## src/hw/rtl/ppsm_pkg.sv

```systemverilog
// Shared types and constants of the pulse period speed meter.
// No dependencies; used by all speed meter modules.
`default_nettype none

package ppsm_pkg;

  // Field widths
  localparam int TS_BITS     = 48;
  localparam int DEB_BITS    = 16;
  localparam int CFG_BITS    = 24;
  localparam int SPEED_BITS  = 10;
  localparam int STATUS_BITS = 2;
  localparam int OUT_BITS    = 16;
  localparam int CADDR_BITS  = 2;

  // Divider width: periods at or above 2^PERIOD_BITS always round to zero
  localparam int PERIOD_BITS = CFG_BITS + 1;
  localparam int CNT_BITS    = $clog2(PERIOD_BITS);

  // Item kinds
  localparam logic OP_EDGE  = 1'b0;
  localparam logic OP_QUERY = 1'b1;

  // Result status codes
  localparam logic [STATUS_BITS-1:0] ST_MOVING     = 2'd0;
  localparam logic [STATUS_BITS-1:0] ST_STANDSTILL = 2'd1;
  localparam logic [STATUS_BITS-1:0] ST_BAD_PERIOD = 2'd2;

  // Configuration register indexes
  localparam logic [CADDR_BITS-1:0] CFG_DEBOUNCE   = 2'd0;
  localparam logic [CADDR_BITS-1:0] CFG_STANDSTILL = 2'd1;
  localparam logic [CADDR_BITS-1:0] CFG_SPEED_K    = 2'd2;

  // Reset values of the configuration registers
  localparam logic [DEB_BITS-1:0] DEBOUNCE_RST   = 16'd2000;
  localparam logic [CFG_BITS-1:0] STANDSTILL_RST = 24'd500000;
  localparam logic [CFG_BITS-1:0] SPEED_K_RST    = 24'd1448406;

  localparam logic [SPEED_BITS-1:0] SPEED_MAX = '1;

  // Query classification from the edge tracker
  typedef struct packed {
    logic                   standstill;
    logic                   period_zero;
    logic                   period_big;
    logic [PERIOD_BITS-1:0] period;
  } ppsm_query_t;

  // Control state of the top level
  typedef enum logic [2:0] {
    S_IDLE = 3'b001,
    S_CALC = 3'b010,
    S_PUSH = 3'b100
  } ppsm_state_t;

endpackage

`default_nettype wire

```

## src/hw/rtl/ppsm_edge_track.sv

```systemverilog
// Edge time store with debounce, and query classification.
// Depends on ppsm_pkg.
`default_nettype none

module ppsm_edge_track #(
  parameter int TIME_BITS = 48
) (
  input  wire logic                              clk,
  input  wire logic                              rst_n,
  input  wire logic                              item_acc,
  input  wire logic                              opcode,
  input  wire logic [ppsm_pkg::TS_BITS-1:0]      timestamp_us,
  input  wire logic [ppsm_pkg::DEB_BITS-1:0]     debounce_us,
  input  wire logic [ppsm_pkg::CFG_BITS-1:0]     standstill_us,
  output ppsm_pkg::ppsm_query_t                  qry
);

  logic [TIME_BITS-1:0] now;
  logic [TIME_BITS-1:0] newest_r;
  logic [TIME_BITS-1:0] prev_r;
  logic [TIME_BITS-1:0] elapsed;
  logic [TIME_BITS-1:0] period;
  logic                 edge_take;

  // Fit the timestamp to the time base width
  if (TIME_BITS > ppsm_pkg::TS_BITS) begin : g_ext
    assign now = {{(TIME_BITS - ppsm_pkg::TS_BITS){1'b0}}, timestamp_us};
  end else if (TIME_BITS == ppsm_pkg::TS_BITS) begin : g_eq
    assign now = timestamp_us;
  end else begin : g_trunc
    assign now = timestamp_us[TIME_BITS-1:0];
  end

  // Wrapping differences
  assign elapsed = now - newest_r;
  assign period  = newest_r - prev_r;

  assign edge_take = elapsed > {{(TIME_BITS - ppsm_pkg::DEB_BITS){1'b0}}, debounce_us};

  always_comb begin
    qry.standstill  = elapsed >= {{(TIME_BITS - ppsm_pkg::CFG_BITS){1'b0}}, standstill_us};
    qry.period_zero = period == '0;
    qry.period_big  = |period[TIME_BITS-1:ppsm_pkg::PERIOD_BITS];
    qry.period      = period[ppsm_pkg::PERIOD_BITS-1:0];
  end

  // Shift in an accepted edge
  always_ff @(posedge clk) begin
    if (!rst_n) begin
      newest_r <= '0;
      prev_r   <= '0;
    end else if (item_acc && opcode == ppsm_pkg::OP_EDGE && edge_take) begin
      prev_r   <= newest_r;
      newest_r <= now;
    end
  end

endmodule

`default_nettype wire

```

## src/hw/rtl/ppsm_divider.sv

```systemverilog
// Bit-serial restoring divider, one quotient bit per cycle, saturating result.
// Depends on ppsm_pkg.
`default_nettype none

module ppsm_divider (
  input  wire logic                                 clk,
  input  wire logic                                 rst_n,
  input  wire logic                                 start,
  input  wire logic [ppsm_pkg::PERIOD_BITS-1:0]     dividend,
  input  wire logic [ppsm_pkg::PERIOD_BITS-1:0]     divisor,
  output logic                                      done,
  output logic [ppsm_pkg::SPEED_BITS-1:0]           speed_kmh
);

  localparam int PB = ppsm_pkg::PERIOD_BITS;
  localparam int CB = ppsm_pkg::CNT_BITS;
  localparam int SB = ppsm_pkg::SPEED_BITS;

  logic [PB-1:0] quo_r;   // dividend bits shift out the top, quotient bits in the bottom
  logic [PB-1:0] rem_r;
  logic [PB-1:0] dsr_r;
  logic [CB-1:0] cnt_r;
  logic          busy_r;
  logic          done_r;
  logic [PB:0]   partial;
  logic [PB:0]   diff;
  logic          take;

  // One restoring step
  assign partial = {rem_r, quo_r[PB-1]};
  assign diff    = partial - {1'b0, dsr_r};
  assign take    = partial >= {1'b0, dsr_r};

  always_ff @(posedge clk) begin
    if (!rst_n) begin
      busy_r <= 1'b0;
      done_r <= 1'b0;
      cnt_r  <= '0;
    end else begin
      done_r <= 1'b0;
      if (start) begin
        busy_r <= 1'b1;
        cnt_r  <= '0;
      end else if (busy_r) begin
        cnt_r <= cnt_r + 1'b1;
        if (cnt_r == CB'(PB - 1)) begin
          busy_r <= 1'b0;
          done_r <= 1'b1;
        end
      end
    end
  end

  // Datapath shift registers
  always_ff @(posedge clk) begin
    if (start) begin
      quo_r <= dividend;
      rem_r <= '0;
      dsr_r <= divisor;
    end else if (busy_r) begin
      quo_r <= {quo_r[PB-2:0], take};
      rem_r <= take ? diff[PB-1:0] : partial[PB-1:0];
    end
  end

  // Saturate at full scale
  assign done      = done_r;
  assign speed_kmh = (|quo_r[PB-1:SB]) ? ppsm_pkg::SPEED_MAX : quo_r[SB-1:0];

endmodule

`default_nettype wire

```

## src/hw/rtl/pulse_period_speed_meter_unit.sv

```systemverilog
// Pulse period speed meter, top level: config registers, control and output register.
// Depends on ppsm_pkg, ppsm_edge_track and ppsm_divider.
//
// Takes edge and query transactions carrying a microsecond timestamp. An edge
// transaction never produces a result. A query that ends in standstill, a zero
// period or a period too long to round above zero has its result registered as
// pending and then moved into the output register; any other query first runs
// through a bit-serial restoring divider that makes one quotient bit per cycle.
// One item is in work at a time; the next item is taken as soon as the result
// sits in the output register, even if it has not been taken yet. Configuration
// writes land at once and are meant to be done while the block is idle.
`default_nettype none

module pulse_period_speed_meter_unit #(
  parameter int TIME_BITS = 48
) (
  input  wire logic                                clk,
  input  wire logic                                rst_n,
  // Input channel
  input  wire logic                                in_tvalid,
  output logic                                     in_tready,
  input  wire logic [ppsm_pkg::TS_BITS-1:0]        in_tdata,   // [47:0] timestamp_us
  input  wire logic                                in_tuser,   // [0] opcode
  // Result channel
  output logic                                     out_tvalid,
  input  wire logic                                out_tready,
  output logic [ppsm_pkg::OUT_BITS-1:0]            out_tdata,  // [9:0] speed_kmh, zero fill
  output logic [ppsm_pkg::STATUS_BITS-1:0]         out_tuser,  // [1:0] speed_status
  // Configuration port
  input  wire logic                                cfg_we,
  input  wire logic [ppsm_pkg::CADDR_BITS-1:0]     cfg_addr,
  input  wire logic [ppsm_pkg::CFG_BITS-1:0]       cfg_wdata
);

  localparam int PB = ppsm_pkg::PERIOD_BITS;
  localparam int SB = ppsm_pkg::SPEED_BITS;

  ppsm_pkg::ppsm_state_t state_r, state_nxt;

  logic [ppsm_pkg::DEB_BITS-1:0]    debounce_r;
  logic [ppsm_pkg::CFG_BITS-1:0]    standstill_r;
  logic [ppsm_pkg::CFG_BITS-1:0]    speed_k_r;
  logic [SB-1:0]                    res_kmh_r;
  logic [ppsm_pkg::STATUS_BITS-1:0] res_status_r;
  logic                             out_valid_r;
  logic [SB-1:0]                    out_kmh_r;
  logic [ppsm_pkg::STATUS_BITS-1:0] out_status_r;
  logic                             in_acc;
  logic                             query_acc;
  logic                             div_start;
  logic                             div_done;
  logic [SB-1:0]                    div_kmh;
  logic [PB-1:0]                    dividend;
  logic                             out_load;
  ppsm_pkg::ppsm_query_t            qry;

  assign in_tready = state_r == ppsm_pkg::S_IDLE;
  assign in_acc    = in_tvalid && in_tready;
  assign query_acc = in_acc && in_tuser == ppsm_pkg::OP_QUERY;
  assign out_load  = state_r == ppsm_pkg::S_PUSH && (!out_valid_r || out_tready);

  // Configuration registers
  always_ff @(posedge clk) begin
    if (!rst_n) begin
      debounce_r   <= ppsm_pkg::DEBOUNCE_RST;
      standstill_r <= ppsm_pkg::STANDSTILL_RST;
      speed_k_r    <= ppsm_pkg::SPEED_K_RST;
    end else if (cfg_we) begin
      unique case (cfg_addr)
        ppsm_pkg::CFG_DEBOUNCE:   debounce_r   <= cfg_wdata[ppsm_pkg::DEB_BITS-1:0];
        ppsm_pkg::CFG_STANDSTILL: standstill_r <= cfg_wdata;
        ppsm_pkg::CFG_SPEED_K:    speed_k_r    <= cfg_wdata;
        default: ;
      endcase
    end
  end

  ppsm_edge_track #(
    .TIME_BITS (TIME_BITS)
  ) u_edge (
    .clk           (clk),
    .rst_n         (rst_n),
    .item_acc      (in_acc),
    .opcode        (in_tuser),
    .timestamp_us  (in_tdata),
    .debounce_us   (debounce_r),
    .standstill_us (standstill_r),
    .qry           (qry)
  );

  // Rounded dividend: K + T/2
  assign dividend  = {1'b0, speed_k_r} + {1'b0, qry.period[PB-1:1]};
  assign div_start = query_acc && !qry.standstill && !qry.period_zero && !qry.period_big;

  ppsm_divider u_div (
    .clk       (clk),
    .rst_n     (rst_n),
    .start     (div_start),
    .dividend  (dividend),
    .divisor   (qry.period),
    .done      (div_done),
    .speed_kmh (div_kmh)
  );

  // Control
  always_comb begin
    state_nxt = state_r;
    unique case (state_r)
      ppsm_pkg::S_IDLE: begin
        if (query_acc) begin
          state_nxt = div_start ? ppsm_pkg::S_CALC : ppsm_pkg::S_PUSH;
        end
      end
      ppsm_pkg::S_CALC: begin
        if (div_done) begin
          state_nxt = ppsm_pkg::S_PUSH;
        end
      end
      ppsm_pkg::S_PUSH: begin
        if (out_load) begin
          state_nxt = ppsm_pkg::S_IDLE;
        end
      end
      default: state_nxt = ppsm_pkg::S_IDLE;
    endcase
  end

  always_ff @(posedge clk) begin
    if (!rst_n) begin
      state_r <= ppsm_pkg::S_IDLE;
    end else begin
      state_r <= state_nxt;
    end
  end

  // Pending result
  always_ff @(posedge clk) begin
    if (query_acc) begin
      res_kmh_r <= '0;
      if (qry.standstill) begin
        res_status_r <= ppsm_pkg::ST_STANDSTILL;
      end else if (qry.period_zero) begin
        res_status_r <= ppsm_pkg::ST_BAD_PERIOD;
      end else begin
        res_status_r <= ppsm_pkg::ST_MOVING;
      end
    end else if (state_r == ppsm_pkg::S_CALC && div_done) begin
      res_kmh_r <= div_kmh;
    end
  end

  // Output register
  always_ff @(posedge clk) begin
    if (!rst_n) begin
      out_valid_r <= 1'b0;
    end else if (out_load) begin
      out_valid_r <= 1'b1;
    end else if (out_tready) begin
      out_valid_r <= 1'b0;
    end
  end

  always_ff @(posedge clk) begin
    if (out_load) begin
      out_kmh_r    <= res_kmh_r;
      out_status_r <= res_status_r;
    end
  end

  assign out_tvalid = out_valid_r;
  assign out_tdata  = {{(ppsm_pkg::OUT_BITS - SB){1'b0}}, out_kmh_r};
  assign out_tuser  = out_status_r;

endmodule

`default_nettype wire

```

## config.mk

```make
export PLATFORM = sky130hd
export DESIGN_NAME = pulse_period_speed_meter_unit
export DESIGN_NICKNAME = d
export VERILOG_FILES = /design/src/hw/rtl/ppsm_pkg.sv /design/src/hw/rtl/ppsm_edge_track.sv /design/src/hw/rtl/ppsm_divider.sv /design/src/hw/rtl/pulse_period_speed_meter_unit.sv
export SDC_FILE = /design/constraint.sdc
export NUM_CORES = 1
export LEC_CHECK = 0
export ABC_AREA = 1
export ABC_CLOCK_PERIOD_IN_PS = 5300
export BUFFER_PORTS_ARGS = -buffer_cell sky130_fd_sc_hd__buf_2
export CAP_MARGIN = 10
export CORE_UTILIZATION = 45
export DETAILED_ROUTE_END_ITERATION = 7
export PLACE_DENSITY_LB_ADDON = 0.25
export REMOVE_ABC_BUFFERS = 1
export SLEW_MARGIN = 5
export SYNTH_ARGS = -nofsm -noshare
export SYNTH_HDL_FRONTEND = slang
export SYNTH_SLANG_ARGS = --single-unit
export TNS_END_PERCENT = 100
```

## constraint.sdc

```tcl
create_clock -name clk -period 5.3 [get_ports clk]
set_input_delay 1.06 -clock clk [delete_from_list [all_inputs] [get_ports clk]]
set_output_delay 1.06 -clock clk [all_outputs]
set_load 0.05 [all_outputs]
```

==> results.sh <==
export IMPL_post_cts_buffers=0
export IMPL_globalplace_congestion=0.948
export IMPL_start_kind="input port"
export IMPL_insertion_delay_ns=0.58
export IMPL_fp_dieW_um=226
export IMPL_synth_ff_latch_count=270
export IMPL_vias_per_cell=4.93
export IMPL_h_tree_depth=1
export IMPL_hold_path_end="out_tuser[1]"
export IMPL_die_h_um=226
export IMPL_yosysMostFrequentCell="nand2_1"
export IMPL_reg2reg_setup_slack_ns=0.74
export IMPL_vias=21900
export IMPL_final_nets=4020
export IMPL_crit_required_ns=5.57
export IMPL_grt_usage_pct=26.1
export IMPL_synth_avg_cell_area_um2=6.12
export IMPL_synth_edf_count=64
export IMPL_r2r_cells=20
export IMPL_yosys_most_used_dff="dfxtp_1"
export IMPL_io_buffers=93
export IMPL_finalNonFillerCells=4439
export IMPL_syn_area_um2=22600
export IMPL_path_class="input port to flip-flop"
export IMPL_endpoint_kind="flip-flop"
export IMPL_wl_um=66500
export IMPL_dp_hpwl_um=54200
export IMPL_arrival_ns=4.85
export IMPL_vdd_drop_max_mv=0.256
export IMPL_leakage_nw=12.9
export IMPL_synth_seq_area_share_pct=26.8
export IMPL_dp_cells=4382
export IMPL_cts_max_path_buffers=3
export IMPL_first_global_vias=20200
export IMPL_ys_top_cells_by_count="nand2_1 (1167), inv_1 (620), nor2_1 (440)"
export IMPL_drv_cap=0
export IMPL_min_from="res_status_r[1]"
export IMPL_layout_drive_gt1_share_pct=6.25
export IMPL_remaining_drc_errors=0
export IMPL_p_per_area_nw_per_um2=505
export IMPL_fin_util_pct=50.3
export IMPL_cp_max_fo=25
export IMPL_syn_to_final_growth_pct=9.49
export IMPL_initial_core_util_pct=45.9
export IMPL_yosysTopAreaCellShare_pct=19.4
export IMPL_num_antenna_cells=0
export IMPL_finClkSkew_ns=0.0176
export IMPL_relSlewSlack_pct=30.6
export IMPL_min_period_ns=4.58
export IMPL_first_iter_violations=1653
export IMPL_critical_path_reg2reg_endpoint="u_div.quo_r[22]"
export IMPL_hold_class="flip-flop to flip-flop"
export IMPL_cts_repair_resized=0
export IMPL_setup_tns_ns=0
export IMPL_grt_pass1_wl_um=105000
export IMPL_numCtsBuffers=31
export IMPL_rows=81
export IMPL_synth_area_leaders="nand2_1 (19%), dfxtp_1 (18%), inv_1 (10%), ha_1 (10%), edfxtp_1 (8.5%)"
export IMPL_worst_hold_path_num_cells=0
export IMPL_synth_warnings=0
export IMPL_status="complete, no violations"
export IMPL_dieArea_um2=51000
export IMPL_clk_pin_slew_ns=0.06
export IMPL_fillers=5306
export IMPL_regToRegStartpoint="u_edge.newest_r[0]"
export IMPL_ys_types=50
export IMPL_async_flop_share_pct=0
export IMPL_fin_crit_sh_pct=86.5
export IMPL_core_um2=49200
export IMPL_drt_pass1_iter_count=6
export IMPL_cts_sinks=270
export IMPL_setup_viol=0
export IMPL_grt_max_degree=97
export IMPL_worst_pin_slew_ns=1.04
export IMPL_fmax_mhz=218
export IMPL_cts_root_buf="clkbuf_16"
export IMPL_overflow=0
export IMPL_cts_tree="built"
export IMPL_rsz0062_at_grt="false"
export IMPL_ant_nets=0
export IMPL_final_max_slew_violation_count=0
export IMPL_io_pins=100
export IMPL_postCtsHoldBufs=0
export IMPL_antenna_found_initial=0
export IMPL_synthCells=3685
export IMPL_hold_viol_final=0
export IMPL_routedWlPerCell_um=15.0
export IMPL_yosysTopAreaCell="nand2_1"
-- report_power, final --
group	internal (W)	total (W)	switching, W
Sequential	0.00238	0.00252	0.000143
Clock	0.00127	0.00214	0.000868
Combinational	0.00251	0.00781	0.00530
-- worst max-delay path by stage --
stage | start | end | slack [ns]
2_1_floorplan | in_tdata[0] | u_edge.newest_r[10] | -0.19
3_3_place_gp | in_tdata[8] | u_div.dsr_r[23] | 0.15
3_5_place_dp | in_tdata[8] | u_div.dsr_r[22] | 0.18
4_1_cts | in_tdata[8] | u_div.dsr_r[6] | 0.78
5_1_grt | in_tdata[8] | u_div.dsr_r[3] | 0.41
6_report | in_tdata[8] | u_div.dsr_r[3] | 0.72
-- sequential cells by signal (all words and copies together), names as in the netlist --
register	cells
u_edge.prev_r	48
u_edge.newest_r	48
state_r	3
u_div.rem_r	25
speed_k_r	24
u_div.done	1
u_div.quo_r	25
out_tvalid	1
res_kmh_r	10
debounce_r	16
res_status_r	2
u_div.cnt_r	5
out_kmh_r	10
u_div.dsr_r	25
u_div.busy_r	1
standstill_r	24
out_tuser	2
-- cells in the final DEF, fill, tap and decap left out, types with 40 or more instances in the layout --
cell type  count
nor3_1        40
xor2_1        55
nand4_1       40
nand3_1      212
edfxtp_1      64
o21ai_0      107
nand2_1     1167
dfxtp_1      206
inv_1        620
buf_2         92
ha_1         185
nand3b_1      60
nor2_1       439
a21oi_1      192
-- kinds of logic after synthesis --
logic type / synth area share (%)
other: 0.0166
buffers and inverters: 13.0
AND/OR/NAND/NOR: 37.1
adder cells (fa/ha/maj): 10.6
XOR/XNOR: 3.14
AO/OA/AOI/OAI: 9.34
flip-flops: 26.8
-- cell type report --
type / count / area [um2] / share of cell area, %
clock buffers: 43 / 851 / 3.44
clock inverters: 14 / 174 / 0.704
inverters: 656 / 2460 / 9.97
multi-input cells: 2677 / 13600 / 55.2
flip-flops and latches: 270 / 6050 / 24.5
well taps: 664 / 831 / 3.36
repair buffers: 115 / 708 / 2.87
-- layer usage --
metal / global-route usage [%] / vias up / share of wire [%]
li1: - / 11700 / -
met5: 0 / - / 0
met4: 8.67 / 0 / 3.3
met3: 2.38 / 101 / 3.9
met2: 43.1 / 471 / 45
met1: 35.6 / 9650 / 48
-- worst max-delay path, stage by stage --
cell	delay, ns
buf_2	0.12
ha_1	0.38
nand2_1	0.12
nor2_1	0.30
nand3_1	0.15
nand3b_1	0.22
nand2_1	0.08
nand2_1	0.13
xnor2_1	0.24
inv_1	0.08
ha_1	0.30
a21oi_1	0.15
nor2_1	0.05
a211oi_1	0.18
o221ai_1	0.13
a21oi_1	0.19
nand3_1	0.15
nor2_4	0.26
inv_1	0.08
nor2_1	0.11
nand2_1	0.06
inv_1	0.09
buf_12	0.18
-- through the flow --
step	worst slack [ns]	power (W)	cell area [um2]	hold WS (ns)
floorplan	-0.194	0.00820	22100	0.400
global placement	0.146	0.0102	23700	0.405
detailed placement	0.178	0.0102	23700	0.406
CTS	0.778	0.0124	24700	0.414
global route	0.412	0.0136	24700	0.418
finish	0.718	0.0125	24700	0.418
Note: power is estimated with default switching activity, not from simulation.
